--- src/rtl/hop_count_spoof_filter_unit_defines.svh ---
// Assertion helpers shared by the RTL that checks itself.
`ifndef HOP_COUNT_SPOOF_FILTER_UNIT_DEFINES_SVH
`define HOP_COUNT_SPOOF_FILTER_UNIT_DEFINES_SVH

// Same-cycle implication, off while reset is high.
`define HCSF_ASSERT_IMP(label, clk, rst, ante, cons, msg) \
  label: assert property (@(posedge clk) disable iff (rst) (ante) |-> (cons)) \
    else $error(msg);

// Next-cycle implication, off while reset is high.
`define HCSF_ASSERT_NEXT(label, clk, rst, ante, cons, msg) \
  label: assert property (@(posedge clk) disable iff (rst) (ante) |=> (cons)) \
    else $error(msg);

`endif

--- src/rtl/hcsf_queue.sv ---
`default_nettype none

module hcsf_queue #(
  parameter int unsigned W = 8
) (
  input  logic         clk,
  input  logic         rst,
  input  logic         push,
  input  logic [W-1:0] push_data,
  input  logic         pop,
  output logic [W-1:0] pop_data,
  output logic         full,
  output logic         empty
);

  logic [W-1:0] slot [2];
  logic         wr_ptr;
  logic         rd_ptr;
  logic [1:0]   count;

  assign full     = (count == 2'd2);
  assign empty    = (count == 2'd0);
  assign pop_data = slot[rd_ptr];

  always_ff @(posedge clk) begin
    if (rst) begin
      wr_ptr <= 1'b0;
      rd_ptr <= 1'b0;
      count  <= 2'd0;
    end else begin
      if (push) begin
        wr_ptr <= !wr_ptr;
      end
      if (pop) begin
        rd_ptr <= !rd_ptr;
      end
      if (push && !pop) begin
        count <= count + 2'd1;
      end else if (pop && !push) begin
        count <= count - 2'd1;
      end
    end
  end

  always_ff @(posedge clk) begin
    if (push) begin
      slot[wr_ptr] <= push_data;
    end
  end

endmodule

`default_nettype wire

--- config.mk ---
export PLATFORM = sky130hd
export DESIGN_NAME = hcsf_queue
export DESIGN_NICKNAME = d
export VERILOG_FILES = /design/src/rtl/hop_count_spoof_filter_unit_defines.svh /design/src/rtl/hcsf_queue.sv
export SDC_FILE = /design/constraint.sdc
export NUM_CORES = 1
export LEC_CHECK = 0
export BUFFER_PORTS_ARGS = -buffer_cell sky130_fd_sc_hd__buf_2
export CORE_UTILIZATION = 50
export CTS_BUF_LIST = sky130_fd_sc_hd__clkbuf_4 sky130_fd_sc_hd__clkbuf_8
export DETAILED_ROUTE_END_ITERATION = 8
export GPL_ROUTABILITY_DRIVEN = 0
export PLACE_DENSITY = 0.73
export SLEW_MARGIN = 40
export SYNTH_ARGS = -nofsm -noshare
export SYNTH_HDL_FRONTEND = slang
export SYNTH_SLANG_ARGS = --single-unit
--- constraint.sdc ---
create_clock -name clk -period 2.1 [get_ports clk]
set_input_delay 0 -clock clk [delete_from_list [all_inputs] [get_ports clk]]
set_output_delay 0 -clock clk [all_outputs]
set_load 0.01 [all_outputs]
==> metrics <==
drt drc=0; Core ar.=1380 µm²; #FFs+latches synth=21; number of slew-limit violations in the final report=0; Slew Limit Headroom=55.0%; setup clock skew after layout=1.06 ps; root cell of the clock tree=sky130_fd_sc_hd__clkbuf_4; per-cell via count in the routed design=4.84; FP Rows=13; sequence of cells on the critical path=mux2_2 > buf_2; total die area=1730 µm²; Port Buffer Count=21; delay of the slowest critical-path stage=540 ps; die outline width=41.6 µm; power density over the cells=790 nW/µm²; filler cell count=90; kind of end point of the critical path=output port; worst-path cell with the longest stage delay=sky130_fd_sc_hd__dfxtp_1; crit path buf inv count=1; antenna violations before repair=0; finished layout cell area=1040 µm²; global-route congestion overflow total=0; VDD IR max=0.527 mV; Wirelength per Cell=12.5 µm; number of H-tree levels=1; sequential area share after synthesis=74.1%; result of the run=completed; number of antenna diodes=0; post-synth net total=60; initial core utilization=56.7%; overall routed net length=1220 µm; maximum clock frequency=734 MHz; TritonCTS buffer count=3; buffer levels on the longest clock path=2; proportion of layout cells with a drive suffix above 1=41.5%; number of global-route vias before repair=485; arrival time reported for the critical path endpoint=1360 ps; portion of synthesized cell area occupied by the leading cell type=61.3%; TritonRoute pass-1 iters=3; violation count after the first detailed-routing iteration=4; Total Nets Final=96; number of different library cells in the post-synthesis netlist=15; unrepaired setup endpoints after global routing=false; worst hold-check path type=primary input to flop; total clock sinks=21; CTS tree=done; half-perimeter wire length after placement=781 µm; maximum number of pins on one net before global-route repair=12; leakage dissipation=0.422 nW; post-CTS setup-driven buffer insertion count=0; Worst path top cell family by delay=flip-flops; library cell occupying the most area in the post-synthesis netlist=sky130_fd_sc_hd__edfxtp_1; via count of the routed design=469; leading cell types by total area after synthesis=sky130_fd_sc_hd__edfxtp_1 61%, sky130_fd_sc_hd__dfxtp_1 13%, sky130_fd_sc_hd__mux2_2 12%; setup TNS after final layout=0 ps; final number of setup-violating endpoints=0; Netlist Area Pre-Place=783 µm²; largest fanout on the critical path=8; Cells after Synth=47; warning count from the yosys run=0; Worst Path Required=2100 ps; post-synthesis average cell area=16.7 µm²; fin crit share=64.9%; min cycle time layout=1360 ps; Ports=22; number of max-capacitance violations reported=0; Slew @ Worst Pin=674 ps; Tot GR Track Use=16.3%; Skew-Pair Late Insertion Delay=300 ps; CTS clock-pin slew for the worst setup and hold paths=110 ps; wire length of the first global-routing pass=2040 µm; post-route ant nets=0; Crit Path Class=flop to output port; area growth from synthesis to layout=33.1%; Cell Area, Placed=902 µm²; Fin. Hold Viols=0; kind of launch point of the worst setup path=flop; Die Y-Extent=41.6 µm
## cell families after synthesis
logic type | after synthesis | synth area share, %
and+or+nand+nor | 9 | 5.91
muxes | 8 | 11.5
xor gates and xnor gates | 4 | 4.47
buffers and inverters | 2 | 1.12
adders and majority gates | 1 | 1.60
AOI/OAI and AO/OA | 2 | 1.28
DFF | 21 | 74.1
## layout make-up
cell class / instances / area (µm²) / share of cell area (%)
inverters: 1 / 3.75 / 0.360
repair buffers: 32 / 215 / 20.6
clock buffers: 4 / 30.0 / 2.88
multi-input cells: 24 / 194 / 18.6
flip-flops and latches: 21 / 581 / 55.7
well taps: 15 / 18.8 / 1.80
## cell usage after synthesis
| cell type | instances |
|---|---|
| sky130_fd_sc_hd__o21ai_0 | 1 |
| sky130_fd_sc_hd__dfxtp_1 | 5 |
| sky130_fd_sc_hd__or3_1 | 1 |
| sky130_fd_sc_hd__and2_1 | 1 |
| sky130_fd_sc_hd__buf_2 | 1 |
| sky130_fd_sc_hd__xor2_1 | 2 |
| sky130_fd_sc_hd__edfxtp_1 | 16 |
| sky130_fd_sc_hd__mux2_2 | 8 |
| sky130_fd_sc_hd__a21oi_1 | 1 |
| sky130_fd_sc_hd__nor2b_1 | 1 |
| sky130_fd_sc_hd__ha_1 | 1 |
| sky130_fd_sc_hd__inv_1 | 1 |
| sky130_fd_sc_hd__xnor2_1 | 2 |
| sky130_fd_sc_hd__and2b_2 | 1 |
| sky130_fd_sc_hd__nor2_1 | 5 |
## flip-flops by register name, indices dropped and copies added, names as in the netlist, named ones only
signal and count:
slot 16, count 2, rd_ptr 1, wr_ptr 1
## final timing paths
kind / start / end / slack, ps / depth (start not counted)
max reg2reg: wr_ptr / slot[0][5] / 860 / 1
min: push_data[4] / slot[1][4] / 410 / 2
min reg2reg: count[1] / count[1] / 520 / 2
max: flop / pop_data[2] / 740 / 2
## metal layers
metal  vias up  part of all wire, %  global-route usage (%)  wire length, µm
met1       210                   44                    19.0              535
met2        15                   51                    27.2              616
met4         0                  1.9                    9.68               23
li1        240                    -                       -                -
met5         -                    0                       0                0
met3         4                  3.3                    3.91               40
## metrics by stage
step / power, W / hold WS (ps) / instances / utilization [%] / setup WS, ps
floorplan: 0.000572 / 69.1 / 47 / - / 1010
global placement: 0.000613 / 195 / 82 / 65.2 / 909
detailed placement: 0.000616 / 192 / 82 / 65.2 / 843
CTS: 0.000832 / 403 / 97 / 75.4 / 714
global route: 0.000864 / 418 / 97 / 75.4 / 653
finish: 0.000823 / 412 / 97 / 75.4 / 737
## repair_timing
action                                  CTS  global route
endpoints found under the hold margin    21             0
endpoints found under the setup margin    0             0
hold buffers                             11             0
resized for setup                         0             0
## cells in the final DEF (no fill, tap or decap)
cell / synthesis / layout
sky130_fd_sc_hd__buf_2: 1 / 21
sky130_fd_sc_hd__inv_1: 1 / 1
sky130_fd_sc_hd__mux2_2: 8 / 8
sky130_fd_sc_hd__edfxtp_1: 16 / 16
sky130_fd_sc_hd__nor2_1: 5 / 5
sky130_fd_sc_hd__clkbuf_4: 0 / 4
sky130_fd_sc_hd__nor2b_1: 1 / 1
sky130_fd_sc_hd__dlygate4sd3_1: 0 / 11
sky130_fd_sc_hd__o21ai_0: 1 / 1
sky130_fd_sc_hd__a21oi_1: 1 / 1
sky130_fd_sc_hd__dfxtp_1: 5 / 5
sky130_fd_sc_hd__and2b_2: 1 / 1
sky130_fd_sc_hd__xor2_1: 2 / 2
sky130_fd_sc_hd__and2_1: 1 / 1
sky130_fd_sc_hd__xnor2_1: 2 / 2
sky130_fd_sc_hd__ha_1: 1 / 1
sky130_fd_sc_hd__or3_1: 1 / 1
## power by group
group          total (W)  switching [W]  internal (W)  leakage (nW)
Sequential      0.000497      0.0000176      0.000480         0.192
Combinational   0.000124      0.0000539     0.0000703         0.212
Clock           0.000202       0.000115     0.0000870        0.0184
Power figures use the tool's default switching activity.
