<file path="src/rtl/hop_count_spoof_filter_unit_defines.svh">
// Assertion helpers shared by the RTL that checks itself.
`ifndef HOP_COUNT_SPOOF_FILTER_UNIT_DEFINES_SVH
`define HOP_COUNT_SPOOF_FILTER_UNIT_DEFINES_SVH

// Same-cycle implication, off while reset is high.
`define HCSF_ASSERT_IMP(label, clk, rst, ante, cons, msg) \
  label: assert property (@(posedge clk) disable iff (rst) (ante) |-> (cons)) \
    else $error(msg);

// Next-cycle implication, off while reset is high.
`define HCSF_ASSERT_NEXT(label, clk, rst, ante, cons, msg) \
  label: assert property (@(posedge clk) disable iff (rst) (ante) |=> (cons)) \
    else $error(msg);

`endif

</file>
<file path="src/rtl/hcsf_pkg.sv">
`default_nettype none

package hcsf_pkg;

  localparam int unsigned ROWS_DEFAULT    = 64;
  localparam int unsigned COLUMNS_DEFAULT = 64;

  localparam int unsigned ROW_W     = 6;
  localparam int unsigned COL_W     = 6;
  localparam int unsigned LIMIT_W   = 8;
  localparam int unsigned COUNT_W   = 8;
  localparam int unsigned VERDICT_W = 2;

  localparam logic [COUNT_W-1:0] UNKNOWN_COUNT  = 8'd255;
  localparam logic [COUNT_W-1:0] DIFF_RESET     = 8'd2;
  localparam logic [LIMIT_W-1:0] LIMIT_BAND_LO  = 8'd64;
  localparam logic [LIMIT_W-1:0] LIMIT_BAND_HI  = 8'd128;
  localparam logic [LIMIT_W-1:0] LIMIT_TOP      = 8'd255;
  localparam logic [LIMIT_W-1:0] LIMIT_NONE     = 8'd0;

  localparam logic [VERDICT_W-1:0] VERDICT_LEARNED = 2'd0;
  localparam logic [VERDICT_W-1:0] VERDICT_MATCH   = 2'd1;
  localparam logic [VERDICT_W-1:0] VERDICT_SPOOF   = 2'd2;

  // Counts derived in the front end and carried to the back end.
  typedef struct packed {
    logic [COUNT_W-1:0] computed;
    logic [COUNT_W-1:0] learned;
  } count_pair_t;

  // Map a hop limit onto a hop count against the usual initial values.
  function automatic logic [COUNT_W-1:0] limit_to_count(input logic [LIMIT_W-1:0] lim);
    logic [COUNT_W-1:0] cnt;
    if (lim == LIMIT_NONE) begin
      cnt = UNKNOWN_COUNT;
    end else if (lim <= LIMIT_BAND_LO) begin
      cnt = LIMIT_BAND_LO - lim;
    end else if (lim <= LIMIT_BAND_HI) begin
      cnt = LIMIT_BAND_HI - lim;
    end else begin
      cnt = LIMIT_TOP - lim;
    end
    return cnt;
  endfunction

endpackage

`default_nettype wire

</file>
<file path="src/rtl/hcsf_in_if.sv">
`default_nettype none

interface hcsf_in_if;
  logic                            valid;
  logic                            ready;
  logic [hcsf_pkg::ROW_W-1:0]      row_index;
  logic [hcsf_pkg::COL_W-1:0]      column_index;
  logic [hcsf_pkg::LIMIT_W-1:0]    hop_limit;
  logic [hcsf_pkg::LIMIT_W-1:0]    probed_hop_limit;

  modport source (output valid, row_index, column_index, hop_limit, probed_hop_limit,
                  input ready);
  modport sink (input valid, row_index, column_index, hop_limit, probed_hop_limit,
                output ready);
endinterface

`default_nettype wire

</file>
<file path="src/rtl/hcsf_front.sv">
`default_nettype none

module hcsf_front #(
  parameter int unsigned ROWS    = hcsf_pkg::ROWS_DEFAULT,
  parameter int unsigned COLUMNS = hcsf_pkg::COLUMNS_DEFAULT
) (
  hcsf_in_if.sink pkt,
  input  logic    clear_busy,
  input  logic    q_full,
  output logic    q_push,
  output logic [((ROWS * COLUMNS > 1) ? $clog2(ROWS * COLUMNS) : 1)
                + $bits(hcsf_pkg::count_pair_t) - 1:0] q_push_data
);

  localparam int unsigned DEPTH  = ROWS * COLUMNS;
  localparam int unsigned ADDR_W = (DEPTH > 1) ? $clog2(DEPTH) : 1;
  localparam int unsigned ROW_N  = 2 ** hcsf_pkg::ROW_W;
  localparam int unsigned COL_N  = 2 ** hcsf_pkg::COL_W;

  logic [hcsf_pkg::ROW_W-1:0] row_mod_tab [ROW_N];
  logic [hcsf_pkg::COL_W-1:0] col_mod_tab [COL_N];
  logic [hcsf_pkg::ROW_W-1:0] row_mod;
  logic [hcsf_pkg::COL_W-1:0] col_mod;
  logic [ADDR_W-1:0]          cell_addr;
  hcsf_pkg::count_pair_t      counts;

  // Fold indices that run past the table back into range.
  for (genvar i = 0; i < ROW_N; i++) begin : g_row_tab
    localparam int unsigned RowMod = i % ROWS;
    assign row_mod_tab[i] = hcsf_pkg::ROW_W'(RowMod);
  end

  for (genvar j = 0; j < COL_N; j++) begin : g_col_tab
    localparam int unsigned ColMod = j % COLUMNS;
    assign col_mod_tab[j] = hcsf_pkg::COL_W'(ColMod);
  end

  assign row_mod   = row_mod_tab[pkt.row_index];
  assign col_mod   = col_mod_tab[pkt.column_index];
  assign cell_addr = ADDR_W'(row_mod) * ADDR_W'(COLUMNS) + ADDR_W'(col_mod);

  assign counts.computed = hcsf_pkg::limit_to_count(pkt.hop_limit);
  assign counts.learned  = hcsf_pkg::limit_to_count(pkt.probed_hop_limit);

  // Hold off words while the table is being cleared or the queue is full.
  assign pkt.ready   = !q_full && !clear_busy;
  assign q_push      = pkt.valid && pkt.ready;
  assign q_push_data = {cell_addr, counts};

endmodule

`default_nettype wire

</file>
<file path="src/flat_wrapper.sv">
// flat-port wrapper written by rule: the top's interface ports become plain ports
module hcsf_front_flat 
#(
  parameter int unsigned ROWS    = hcsf_pkg::ROWS_DEFAULT,
  parameter int unsigned COLUMNS = hcsf_pkg::COLUMNS_DEFAULT
)
  (clear_busy, q_full, q_push, q_push_data, pkt_valid, pkt_row_index, pkt_column_index, pkt_hop_limit, pkt_probed_hop_limit, pkt_ready);
  hcsf_in_if pkt_i ();
  input  logic clear_busy;
  input  logic q_full;
  output logic q_push;
  output logic [((ROWS * COLUMNS > 1) ? $clog2(ROWS * COLUMNS) : 1)
                + $bits(hcsf_pkg::count_pair_t) - 1:0] q_push_data;
  input wire logic [$bits(pkt_i.valid)-1:0] pkt_valid;
  input wire logic [$bits(pkt_i.row_index)-1:0] pkt_row_index;
  input wire logic [$bits(pkt_i.column_index)-1:0] pkt_column_index;
  input wire logic [$bits(pkt_i.hop_limit)-1:0] pkt_hop_limit;
  input wire logic [$bits(pkt_i.probed_hop_limit)-1:0] pkt_probed_hop_limit;
  output wire logic [$bits(pkt_i.ready)-1:0] pkt_ready;
  assign pkt_i.valid = pkt_valid;
  assign pkt_i.row_index = pkt_row_index;
  assign pkt_i.column_index = pkt_column_index;
  assign pkt_i.hop_limit = pkt_hop_limit;
  assign pkt_i.probed_hop_limit = pkt_probed_hop_limit;
  assign pkt_ready = pkt_i.ready;
  hcsf_front #(.ROWS(ROWS), .COLUMNS(COLUMNS)) u_core (.pkt(pkt_i), .clear_busy(clear_busy), .q_full(q_full), .q_push(q_push), .q_push_data(q_push_data));
endmodule
</file>
<file path="config.mk">
export PLATFORM = sky130hd
export DESIGN_NAME = hcsf_front_flat
export DESIGN_NICKNAME = d
export VERILOG_FILES = /design/src/rtl/hop_count_spoof_filter_unit_defines.svh /design/src/rtl/hcsf_pkg.sv /design/src/rtl/hcsf_in_if.sv /design/src/rtl/hcsf_front.sv /design/src/flat_wrapper.sv
export SDC_FILE = /design/constraint.sdc
export NUM_CORES = 1
export LEC_CHECK = 0
export ABC_AREA = 1
export BUFFER_PORTS_ARGS = -buffer_cell sky130_fd_sc_hd__buf_2
export CORE_UTILIZATION = 41
export DETAILED_ROUTE_END_ITERATION = 10
export GPL_TIMING_DRIVEN = 0
export PLACE_DENSITY = 0.81
export SETUP_SLACK_MARGIN = 0.02
export SYNTH_ARGS = -nofsm -noshare
export SYNTH_HDL_FRONTEND = slang
export SYNTH_SLANG_ARGS = --single-unit
</file>
<file path="constraint.sdc">
create_clock -name vclk -period 1.4
set_input_delay 0.28 -clock vclk [all_inputs]
set_output_delay 0.28 -clock vclk [all_outputs]
set_load 0.02 [all_outputs]
</file>
==> results.yml <==
placement:
  dp_cells: 201
  detailedPlace.worstSlack_ns: -0.298
  place_hpwl_um: 1580
  post_dp_cell_area_mm2: 0.00108
  io_buffers: 47
  place_congestion: 0.834
yosys:
  synthAdderAreaFrac_pct: 3.40
  ys_seq_area_share_pct: 0
  synthMuxAreaShare_pct: 0
  synth_xor_area_share_pct: 2.38
  synth_commonest_cells: "nand2_1, nand3_1, buf_4"
  synthCells: 130
  synth-simple-area-share_pct: 67.1
  synth_top_area_share_pct: 19.0
  synth_fp_nets: 163
  synth.distinct_cells: 20
  syn_area_per_cell_um2: 5.67
  synth_area_um2: 737
  yosys_warnings: 0
  post-synth-top-count-cell: "nand2_1"
  synth_top_family_by_area: "simple AND/OR/NAND/NOR gates"
  netlist_top_cells_area: "nand3_1, nand2_1, buf_4"
  yosysTopAreaCell: "nand3_1"
  synth_compound_area_share_pct: 3.40
worst_hold_path:
  hp-start: "pkt_column_index[3]"
  holdPathStages: 2
  hold_class: "input port to primary output"
  hold_end: "q_push_data[19]"
timing:
  hold_violations: 0
  slew_viol_final: 0
  setup_viol: 16
  post-route-period-util_pct: 110
  period_minus_slack_ns: 1.54
  rsz0062_at_grt: "true"
  fmax_ghz: 0.649
  fin_hold_ws_ns: 0.776
  maxSlewHeadroom_pct: 86.0
  layout_setup_ws_ns: -0.140
  worst_slew_pin_slew_ns: 0.209
worst_setup_path:
  arrival_ns: 1.26
  crit_path_start: "pkt_probed_hop_limit[0]"
  cp_max_fo: 7
  crit_path_end_kind: "primary output"
  cp_cell_sequence: "buf_6 > inv_4 > ha_4 > nand2_4 > nor3_4 > nand2_4 > nand3_2 > buf_6"
  slowest_stage: "nor3_4"
  max_stage_delay_ns: 0.22
  required_ns: 1.12
  start_kind: "input port"
  worst-setup-path-type: "input port to primary output"
detailed_routing:
  via_per_inst: 5.36
  vias: 1132
  route.detailed.drc: 0
  final_antenna_net_count: 0
  wirelength_um: 2890
  avgRoutedWirePerCell_um: 13.7
  drt_iter0_drc: 44
  drtPass1Iterations: 4
grt:
  track_usage_pct: 23.5
  grt_max_degree: 11
  antenna_found_initial: 0
  grt_pass1_vias: 892
  grt_pass1_wl_um: 3660
  grt.overflow.total: 0
die:
  die_h_um: 44.4
  start_util_pct: 46.2
  boundaryPins: 61
  dieArea_mm2: 0.00197
  rows: 14
  die_w_um: 44.4
  coreArea_mm2: 0.00159
finish:
  drive_gt1_share_pct: 71.1
  nClkBuffers: 0
  seq_cell_count: 0
  fin_util_pct: 92.0
  nets: 222
  antenna_cells: 0
  seqCellArea_um2: 0
  area_growth_pct: 99.0
  finalNonFillerCells: 211
  finish.instance_area_mm2: 0.00147
pwr:
  ir_drop_mv: 0.278
  p_leak_nw: 0.826
  power_density_mw_per_mm2: 344
run_status:
  status: "finished with violations"
  violations: "setup timing"
run:
  drv_cap: 0
==> placed cells by master, fill, tap and decap left out, drive strengths merged <==
cell / n
buf: 71
nand2: 44
nand3: 28
inv: 16
nor2: 14
o21ai: 5
nand4: 2
ha: 2
xnor2: 2
nor3: 1
nand3b: 1
nor3b: 1
==> worst max-delay path, delay by kind of cell <==
family                     cells  cell delay (ns)
adders and majority gates      1             0.16
and+or+nand+nor                4             0.55
buffers and inverters          3             0.27
==> power by group <==
| group | internal [mW] | switching, mW | total, mW |
|---|---|---|---|
| combinational | 0.231 | 0.273 | 0.504 |
| sequential | 0 | 0 | 0 |
| clock | 0 | 0 | 0 |
==> kinds of logic (layout without fill, tap and decap cells) <==
family | after synthesis | count (layout)
AOI/OAI and AO/OA | 5 | 5
xor gates and xnor gates | 2 | 2
adders and majority gates | 2 | 2
buffers and inverters | 30 | 87
and+or+nand+nor | 91 | 91
==> layer usage <==
layer	up-vias	share of wire (%)	global-route usage, %	wire length, um
met5	-	0	0	0
met4	0	2.2	3.64	63
met3	10	9.2	0	267
met2	93	50	44.7	1440
met1	506	39	29.8	1110
li1	523	-	-	-
==> per-stage QoR <==
stage / TNS [ns] / power [mW]
5_1_grt: -2.38 / 0.529
2_1_floorplan: -0.112 / 0.250
3_5_place_dp: -4.15 / 0.355
4_1_cts: -0.936 / 0.451
6_report: -1.59 / 0.504
3_3_place_gp: -3.89 / 0.347
==> worst max path at each step <==
stage / end / slack [ns] / cells after the start
final: q_push_data[2] / -0.14 / 8
after floorplan: q_push_data[13] / -0.02 / 8
after detailed placement: q_push_data[11] / -0.30 / 10
after global placement: q_push_data[13] / -0.28 / 10
after global routing: q_push_data[6] / -0.19 / 8
after CTS: q_push_data[6] / -0.1 / 8
==> layout make-up <==
class / instances / area [um2]
Multi-Input combinational cell: 100 / 802
Timing Repair Buffer: 57 / 447
Fill cell: 61 / 128
Buffer: 14 / 113
Inverter: 16 / 75.1
Tap cell: 24 / 30.0
==> timing repair <==
action,in CTS,in global routing
setup buffers,8,2
pin swaps,14,9
cloned,0,0
hold buffers,0,0
gates resized for setup,59,23
setup endpoints to repair,16,16
Power figures use the tool's default switching activity.
